<file path="config.mk">
export PLATFORM = sky130hd
export DESIGN_NAME = dual_priority_work_picker
export DESIGN_NICKNAME = d
export VERILOG_FILES = /design/src/rtl/dpwp_pkg.sv /design/src/rtl/dpwp_ctrl.sv /design/src/rtl/dpwp_datapath.sv /design/src/rtl/dual_priority_work_picker.sv
export SDC_FILE = /design/constraint.sdc
export NUM_CORES = 2
export LEC_CHECK = 0
export BUFFER_PORTS_ARGS = -buffer_cell sky130_fd_sc_hd__buf_2
export CELL_PAD_IN_SITES_DETAIL_PLACEMENT = 1
export CELL_PAD_IN_SITES_GLOBAL_PLACEMENT = 1
export CORE_MARGIN = 3
export CORE_UTILIZATION = 30
export DETAILED_ROUTE_END_ITERATION = 8
export PLACE_DENSITY_LB_ADDON = 0.05
export SLEW_MARGIN = 25
export SYNTH_ARGS = -nofsm -noshare
export SYNTH_HDL_FRONTEND = slang
export SYNTH_SLANG_ARGS = --single-unit
</file>
<file path="constraint.sdc">
create_clock -name clk -period 20.1 [get_ports clk]
set_input_delay 3.015 -clock clk [delete_from_list [all_inputs] [get_ports clk]]
set_output_delay 3.015 -clock clk [all_outputs]
set_load 0.03 [all_outputs]
</file>
<file path="src/rtl/dpwp_pkg.sv">
// Package for the dual priority work picker.
// Holds the slot count, field widths, the command codes and the control structs.
// No dependencies.
package dpwp_pkg;

  localparam int NODE_SLOTS = 64;
  localparam int SLOT_W     = (NODE_SLOTS > 1) ? $clog2(NODE_SLOTS) : 1;
  localparam int ID_W       = 6;
  localparam int USED_W     = 32;
  localparam int LEVEL_W    = 16;

  typedef enum logic [1:0] {
    CMD_PLAN    = 2'd0,
    CMD_REMOVE  = 2'd1,
    CMD_PEEK    = 2'd2,
    CMD_RELEASE = 2'd3
  } dpwp_op_t;

  // Controller to datapath.
  typedef struct packed {
    logic load;        // capture the input word
    logic apply;       // perform plan, remove or release
    logic scan_clear;  // restart the scan and drop the best candidate
    logic scan_step;   // read one slot and advance
    logic commit;      // load the result register, mark the pick busy
  } dpwp_cmd_t;

  // Datapath to controller.
  typedef struct packed {
    logic is_peek;
    logic scan_last;
  } dpwp_stat_t;

endpackage

</file>
<file path="src/rtl/dpwp_ctrl.sv">
// Controller state machine of the dual priority work picker.
// Sequences accept, update or scan, and result hand-off; uses dpwp_pkg.
module dpwp_ctrl (
  input  logic                 clk,
  input  logic                 rst,
  input  logic                 in_valid,
  output logic                 in_ready,
  output logic                 out_valid,
  input  logic                 out_ready,
  input  dpwp_pkg::dpwp_stat_t stat,
  output dpwp_pkg::dpwp_cmd_t  cmd
);

  typedef enum logic [2:0] {
    S_IDLE,
    S_START,
    S_SCAN,
    S_FLUSH,
    S_FINISH
  } state_t;

  state_t state;
  state_t state_next;
  logic   out_valid_next;
  logic   out_free;

  assign in_ready = (state == S_IDLE);
  assign out_free = !out_valid || out_ready;

  always_comb begin
    state_next     = state;
    cmd            = '0;
    case (state)
      S_IDLE: begin
        if (in_valid) begin
          cmd.load   = 1'b1;
          state_next = S_START;
        end
      end
      S_START: begin
        if (stat.is_peek) begin
          cmd.scan_clear = 1'b1;
          state_next     = S_SCAN;
        end else begin
          cmd.apply  = 1'b1;
          state_next = S_FINISH;
        end
      end
      S_SCAN: begin
        cmd.scan_step = 1'b1;
        if (stat.scan_last) begin
          state_next = S_FLUSH;
        end
      end
      S_FLUSH: begin
        // The compare stage takes the last slot during this cycle.
        state_next = S_FINISH;
      end
      S_FINISH: begin
        if (out_free) begin
          cmd.commit = 1'b1;
          state_next = S_IDLE;
        end
      end
      default: begin
        state_next = S_IDLE;
      end
    endcase
    out_valid_next = (out_valid && !out_ready) || cmd.commit;
  end

  always_ff @(posedge clk) begin
    if (rst) begin
      state     <= S_IDLE;
      out_valid <= 1'b0;
    end else begin
      state     <= state_next;
      out_valid <= out_valid_next;
    end
  end

  a_scan_ends: assert property (@(posedge clk) disable iff (rst)
    (state == S_SCAN && stat.scan_last) |=> (state == S_FLUSH))
    else $error("scan did not hand over to the flush cycle");

  a_commit_shows: assert property (@(posedge clk) disable iff (rst)
    cmd.commit |=> out_valid)
    else $error("committed result not presented");

endmodule

</file>
<file path="src/rtl/dpwp_datapath.sv">
// Datapath of the dual priority work picker: input register, membership and
// busy flags, key memories, the slot scan with its compare stage, result register.
// Uses dpwp_pkg.
module dpwp_datapath (
  input  logic                                clk,
  input  logic                                rst,
  input  dpwp_pkg::dpwp_cmd_t                 cmd,
  output dpwp_pkg::dpwp_stat_t                stat,
  input  logic [1:0]                          command,
  input  logic [dpwp_pkg::ID_W-1:0]           node_id,
  input  logic                                use_branch,
  input  logic                                use_merge,
  input  logic [dpwp_pkg::USED_W-1:0]         index_used,
  input  logic [dpwp_pkg::LEVEL_W-1:0]        level,
  input  logic                                queue_select,
  input  logic [dpwp_pkg::USED_W-1:0]         watermark,
  output logic                                picked,
  output logic [dpwp_pkg::ID_W-1:0]           picked_id
);

  // Captured input word.
  dpwp_pkg::dpwp_op_t                 cmd_q;
  logic [dpwp_pkg::ID_W-1:0]          id_q;
  logic                               ub_q;
  logic                               um_q;
  logic [dpwp_pkg::USED_W-1:0]        iused_q;
  logic [dpwp_pkg::LEVEL_W-1:0]       lv_q;
  logic                               qsel_q;
  logic [dpwp_pkg::USED_W-1:0]        wm_q;

  logic [dpwp_pkg::NODE_SLOTS-1:0]    in_branch;
  logic [dpwp_pkg::NODE_SLOTS-1:0]    in_merge;
  logic [dpwp_pkg::NODE_SLOTS-1:0]    busy_b;
  logic [dpwp_pkg::NODE_SLOTS-1:0]    busy_m;

  logic [dpwp_pkg::USED_W-1:0]        used_mem  [dpwp_pkg::NODE_SLOTS];
  logic [dpwp_pkg::LEVEL_W-1:0]       level_mem [dpwp_pkg::NODE_SLOTS];
  logic [dpwp_pkg::USED_W-1:0]        used_rd;
  logic [dpwp_pkg::LEVEL_W-1:0]       level_rd;

  logic [dpwp_pkg::SLOT_W-1:0]        addr_q;      // slot of the input word
  logic                               slot_ok;
  logic [dpwp_pkg::SLOT_W-1:0]        scan_addr;
  logic [dpwp_pkg::SLOT_W-1:0]        stage_id;
  logic                               stage_v;
  logic                               stage_elig;
  logic                               elig;
  logic [dpwp_pkg::USED_W-1:0]        stage_key;
  logic                               best_valid;
  logic [dpwp_pkg::SLOT_W-1:0]        best_id;
  logic [dpwp_pkg::USED_W-1:0]        best_key;
  logic                               take;
  logic                               pick_ok;
  logic                               do_plan;
  logic                               do_remove;
  logic                               do_release;

  assign addr_q  = dpwp_pkg::SLOT_W'(id_q);
  assign slot_ok = (32'(id_q) < 32'(dpwp_pkg::NODE_SLOTS));

  assign do_plan    = cmd.apply && slot_ok && (cmd_q == dpwp_pkg::CMD_PLAN);
  assign do_remove  = cmd.apply && slot_ok && (cmd_q == dpwp_pkg::CMD_REMOVE);
  assign do_release = cmd.apply && slot_ok && (cmd_q == dpwp_pkg::CMD_RELEASE);

  assign stat.is_peek   = (cmd_q == dpwp_pkg::CMD_PEEK);
  assign stat.scan_last = (scan_addr == dpwp_pkg::SLOT_W'(dpwp_pkg::NODE_SLOTS - 1));

  // A node busy for either queue is passed over by both.
  assign elig = (qsel_q ? in_merge[scan_addr] : in_branch[scan_addr])
                && !busy_b[scan_addr] && !busy_m[scan_addr];

  assign stage_key = qsel_q ? dpwp_pkg::USED_W'(level_rd) : used_rd;
  // Ascending scan with >= so that the larger slot wins a tie.
  assign take      = stage_v && stage_elig && (!best_valid || stage_key >= best_key);
  assign pick_ok   = stat.is_peek && best_valid && (best_key >= wm_q);

  always_ff @(posedge clk) begin
    if (cmd.load) begin
      cmd_q   <= dpwp_pkg::dpwp_op_t'(command);
      id_q    <= node_id;
      ub_q    <= use_branch;
      um_q    <= use_merge;
      iused_q <= index_used;
      lv_q    <= level;
      qsel_q  <= queue_select;
      wm_q    <= watermark;
    end
  end

  always_ff @(posedge clk) begin
    if (do_plan && ub_q) begin
      used_mem[addr_q] <= iused_q;
    end
    used_rd <= used_mem[scan_addr];
  end

  always_ff @(posedge clk) begin
    if (do_plan && um_q) begin
      level_mem[addr_q] <= lv_q;
    end
    level_rd <= level_mem[scan_addr];
  end

  always_ff @(posedge clk) begin
    if (rst) begin
      in_branch <= '0;
      in_merge  <= '0;
      busy_b    <= '0;
      busy_m    <= '0;
    end else begin
      if (do_plan && ub_q) begin
        in_branch[addr_q] <= 1'b1;
      end
      if (do_plan && um_q) begin
        in_merge[addr_q] <= 1'b1;
      end
      if (do_remove && ub_q) begin
        in_branch[addr_q] <= 1'b0;
      end
      if (do_remove && um_q) begin
        in_merge[addr_q] <= 1'b0;
      end
      if (do_release) begin
        busy_b[addr_q] <= 1'b0;
        busy_m[addr_q] <= 1'b0;
      end
      if (cmd.commit && pick_ok) begin
        if (qsel_q) begin
          busy_m[best_id] <= 1'b1;
        end else begin
          busy_b[best_id] <= 1'b1;
        end
      end
    end
  end

  always_ff @(posedge clk) begin
    if (rst) begin
      scan_addr  <= '0;
      stage_v    <= 1'b0;
      best_valid <= 1'b0;
    end else begin
      stage_v <= cmd.scan_step;
      if (cmd.scan_clear) begin
        scan_addr  <= '0;
        best_valid <= 1'b0;
      end else begin
        if (cmd.scan_step) begin
          scan_addr <= scan_addr + 1'b1;
        end
        if (take) begin
          best_valid <= 1'b1;
        end
      end
    end
  end

  always_ff @(posedge clk) begin
    if (cmd.scan_step) begin
      stage_elig <= elig;
      stage_id   <= scan_addr;
    end
    if (take) begin
      best_id  <= stage_id;
      best_key <= stage_key;
    end
    if (cmd.commit) begin
      picked    <= pick_ok;
      picked_id <= pick_ok ? dpwp_pkg::ID_W'(best_id) : '0;
    end
  end

  a_pick_marks_busy: assert property (@(posedge clk) disable iff (rst)
    (cmd.commit && pick_ok) |=>
      ($past(qsel_q) ? busy_m[$past(best_id)] : busy_b[$past(best_id)]))
    else $error("picked node was not marked busy");

  a_clear_drops_best: assert property (@(posedge clk) disable iff (rst)
    cmd.scan_clear |=> (!best_valid && scan_addr == '0))
    else $error("scan restart left a stale candidate");

endmodule

</file>
<file path="src/rtl/dual_priority_work_picker.sv">
// Top level of the dual priority work picker.
// Joins the controller dpwp_ctrl and the datapath dpwp_datapath; uses dpwp_pkg.
//
//   channel  handshake            fields
//   input    in_valid/in_ready    command node_id use_branch use_merge index_used
//                                 level queue_select watermark
//   output   out_valid/out_ready  picked picked_id
//
// Plan, remove and release are applied in the start state and committed in the finish state.
// A peek scans every slot: the scan reads one slot per cycle from the
// single read port of the key memories, then a flush state and a finish state follow.
// One word is worked on at a time; the next is accepted once the result is loaded
// into the output register, even while that result still waits for out_ready.
// Reset (rst, synchronous) empties both queues and clears every busy mark.
module dual_priority_work_picker (
  input  logic                          clk,
  input  logic                          rst,
  input  logic                          in_valid,
  output logic                          in_ready,
  input  logic [1:0]                    command,
  input  logic [dpwp_pkg::ID_W-1:0]     node_id,
  input  logic                          use_branch,
  input  logic                          use_merge,
  input  logic [dpwp_pkg::USED_W-1:0]   index_used,
  input  logic [dpwp_pkg::LEVEL_W-1:0]  level,
  input  logic                          queue_select,
  input  logic [dpwp_pkg::USED_W-1:0]   watermark,
  output logic                          out_valid,
  input  logic                          out_ready,
  output logic                          picked,
  output logic [dpwp_pkg::ID_W-1:0]     picked_id
);

  dpwp_pkg::dpwp_cmd_t  cmd;
  dpwp_pkg::dpwp_stat_t stat;

  dpwp_ctrl u_ctrl (
    .clk       (clk),
    .rst       (rst),
    .in_valid  (in_valid),
    .in_ready  (in_ready),
    .out_valid (out_valid),
    .out_ready (out_ready),
    .stat      (stat),
    .cmd       (cmd)
  );

  dpwp_datapath u_datapath (
    .clk          (clk),
    .rst          (rst),
    .cmd          (cmd),
    .stat         (stat),
    .command      (command),
    .node_id      (node_id),
    .use_branch   (use_branch),
    .use_merge    (use_merge),
    .index_used   (index_used),
    .level        (level),
    .queue_select (queue_select),
    .watermark    (watermark),
    .picked       (picked),
    .picked_id    (picked_id)
  );

endmodule
</file>
==> impl_metrics.py <==
metrics = {
    "outcome": {
        "run_status": "complete, no violations",
    },
    "cts": {
        "clock_sinks": 3531,
        "cts_buffers": 415,
        "path_clk_slew_ns": 0.06,
        "clock_latency_ns": 0.98,
        "cts_max_level": 5,
        "ctsResizeCount": 0,
        "cts_root_buffer": "clkbuf_16",
        "ctsLongestPathBuffers": 4,
        "holdBufCountCts": 0,
        "cts_tree": "yes",
        "postCtsSetupBuffers": 0,
    },
    "timing": {
        "whs_ns": 0.420,
        "rsz0062_at_grt": "no",
        "worstMarginPinSlew_ns": 1.13,
        "fmax_mhz": 154,
        "finClkSkew_ns": 0.0530,
        "setup_slack_ns": 13.60,
        "post-route-period-util_pct": 32.3,
        "relSlewSlack_pct": 24.9,
        "hold_viol": 0,
        "layout_min_cycle_time_ns": 6.50,
        "setup_viol": 0,
        "maxSlewViolCount": 0,
        "fin_tns_setup_ns": 0,
    },
    "yosys": {
        "yosys.area_share.simple_pct": 2.54,
        "muxShareOfSynthArea_pct": 17.5,
        "ys.flop_type": "edfxtp_1",
        "async_flop_share_pct": 0,
        "yosysTopAreaCell": "edfxtp_1",
        "synth_compound_area_share_pct": 2.25,
        "synth.distinct_cells": 55,
        "synth_top_family_by_area": "multiplexers",
        "synth-edff-count": 3215,
        "synth-seq-cells": 3531,
        "avgSynthCellArea_um2": 21.3,
        "yosysSeqAreaShare_pct": 75.7,
        "syn_nets": 6542,
        "synth_top_area_share_pct": 71.1,
        "synth_fa_ha_area_share_pct": 0.599,
        "ys_warn_count": 0,
        "syn_inst": 6382,
        "netlist_area_mm2": 0.136,
        "synth_xor_area_share_pct": 0.0258,
        "yosys-top-cells-area": "edfxtp_1 (71%), mux4_2 (17%), dfxtp_1 (4.7%)",
    },
    "grt": {
        "grt.total_usage_pct": 20.4,
        "grt_pass1_vias": 72300,
        "grt_use_met3_pct": 2.65,
        "grtUsageMet2_pct": 31.6,
        "grt_use_met1_pct": 31.2,
        "antenna_found_initial": 57,
        "grt.busiest_layer": "met2",
        "overflow": 0,
        "grt_start_max_net_pins": 119,
        "grt_pass1_wl_mm": 648,
    },
    "placed_design": {
        "portBuffers": 103,
        "dp.cells": 12300,
        "place_ws_ns": 13.24,
        "place_hpwl_mm": 271,
        "gpl.final_weighted_congestion": 0.752,
    },
    "worst_setup_path": {
        "worst_path_max_delay_cell": "buf_4",
        "crit_chain": "buf_12 -> buf_4 -> buf_4 -> buf_12 -> buf_4 -> mux4_2 -> mux4_2 -> mux4_2",
        "r2r_slack_ns": 13.60,
        "max_stage_delay_ns": 0.77,
        "worstPathMaxFanout": 118,
        "required_ns": 20.93,
        "cp_data_arrival_time_ns": 7.33,
        "crit_path_end_kind": "flip-flop",
        "worst_setup_path_start_kind": "flip-flop",
        "worstSetupPathType": "flip-flop to flip-flop",
    },
    "die": {
        "initial_core_util_pct": 30.2,
        "rows": 246,
        "ios": 104,
        "die_width_um": 679,
        "die_height_um": 679,
        "core_mm2": 0.450,
        "die_area_mm2": 0.461,
    },
    "routing": {
        "drc": 0,
        "via_per_inst": 5.22,
        "wire_per_inst_um": 36.3,
        "firstDrtPassIters": 8,
        "drt_iter0_drc": 7226,
        "drtAntennaViolNets": 0,
        "routed_wl_mm": 477,
        "via_count": 68600,
    },
    "worst_hold_path": {
        "hp-class": "flip-flop to flip-flop",
    },
    "power_and_ir_drop": {
        "internal_power_mw": 12.6,
        "power.share.clock_pct": 47.3,
        "leakage_nw": 47.7,
        "power_switching_mw": 3.40,
        "power_density_mw_per_mm2": 101,
        "p_comb_share_pct": 2.3,
        "power_mw": 16.0,
        "ir_drop_mv": 0.0648,
        "seqPwrFrac_pct": 50.3,
        "sw_frac_of_total_pct": 21.2,
    },
    "layout": {
        "n_fill_cell": 43600,
        "drive_gt1_share_pct": 30.6,
        "fin_nets": 6969,
        "area_growth_pct": 17.0,
        "final_common_cell": "edfxtp_1",
        "final_cells": 13100,
        "final_cell_mix": "edfxtp_1 (3215), mux4_2 (1043), clkbuf_16 (423)",
    },
    "job": {
        "max-cap-violations": 0,
    },
}
-- worst paths after layout --
path | startpoint | endpoint | depth (start not counted)
worst max-delay path | u_datapath.scan_addr[0] | u_datapath.level_rd[15] | 8
worst min-delay path | u_datapath.stage_id[0] | u_datapath.best_id[0] | 0
worst max register to register | u_datapath.scan_addr[0] | u_datapath.level_rd[15] | 8
worst min register to register | u_datapath.stage_id[0] | u_datapath.best_id[0] | 0
-- Yosys cell counts, drive strengths merged (4+ instances only) --
cell       n
clkbuf   237
o311ai     4
o31ai    130
nand3     19
mux4    1043
edfxtp  3215
or3b       4
ha        65
nor3      45
or3        7
a22oi      6
inv       70
nor2b     32
and2       6
nor2     385
buf      131
mux2i      6
mux2      16
nand3b     4
a21oi    120
a31oi      7
nand2b    10
o21ai     11
nand4     10
a21o      15
nand2    289
a211oi   139
dfxtp    316
nor3b      5
-- per-layer routing --
layer | up-vias | wire (um)
li1 | 27500 | -
met1 | 38800 | 230000
met2 | 1789 | 217000
met3 | 490 | 22800
met4 | 4 | 7630
met5 | - | 26
-- registers in the layout, summed over array words and instances, names as in the netlist, 2 cells and up, named ones only --
register / count
u_datapath.cmd_q: 2
u_datapath.wm_q: 32
u_datapath.level_mem: 1024
u_datapath.stage_id: 6
u_datapath.used_rd: 32
u_datapath.level_rd: 16
u_datapath.busy_m: 64
u_datapath.busy_b: 64
u_datapath.best_key: 32
u_datapath.addr_q: 6
u_datapath.used_mem: 2048
u_datapath.iused_q: 32
u_datapath.picked_id: 6
u_ctrl.state: 3
u_datapath.scan_addr: 6
u_datapath.lv_q: 16
u_datapath.best_id: 6
-- worst max-delay path, delay by kind of cell, from the launching register on --
family	cells	cell delay (ns)
mux	3	1.66
flops	1	0.75
buf+inv	5	3.35
-- power by group through the flow --
| stage | Sequential [mW] | Combinational (mW) | Clock, mW |
|---|---|---|---|
| 2_1_floorplan | 8.28 | 0.152 | 0 |
| 3_3_place_gp | 8.22 | 0.368 | 0 |
| 3_5_place_dp | 8.22 | 0.380 | 0 |
| 4_1_cts | 8.07 | 0.380 | 7.81 |
| 5_1_grt | 8.07 | 0.407 | 8.10 |
| 6_report | 8.07 | 0.374 | 7.59 |
-- layout make-up --
class                      instances  area (um^2)  area share (%)
timing repair buffer             378         2850            1.79
sequential                      3531       103000            64.7
clock buffer                     536        11300            7.13
antenna                           14         35.0          0.0220
clock inverter                   237         2330            1.47
tap                             5952         7450            4.68
multi-input combinational       2413        31800            20.0
inverter                          70          263           0.165
-- cells by family (layout without fill, tap and decap cells) --
| logic type | after synthesis | after routing |
|---|---|---|
| muxes | 1065 | 1065 |
| buffers and inverters | 438 | 1221 |
| other | 0 | 14 |
| adders and majority gates | 65 | 65 |
| DFF | 3531 | 3531 |
| AOI/OAI and AO/OA | 450 | 450 |
| and+or+nand+nor | 829 | 829 |
| xor gates and xnor gates | 4 | 4 |
-- metrics by stage --
step           util [%]  area [um^2]
2_1_floorplan         -       136000
3_3_place_gp       32.2       145000
3_5_place_dp       32.3       145000
4_1_cts            35.3       159000
5_1_grt            35.3       159000
6_report           35.3       159000
No activity file was read; power rests on OpenSTA's default activity.
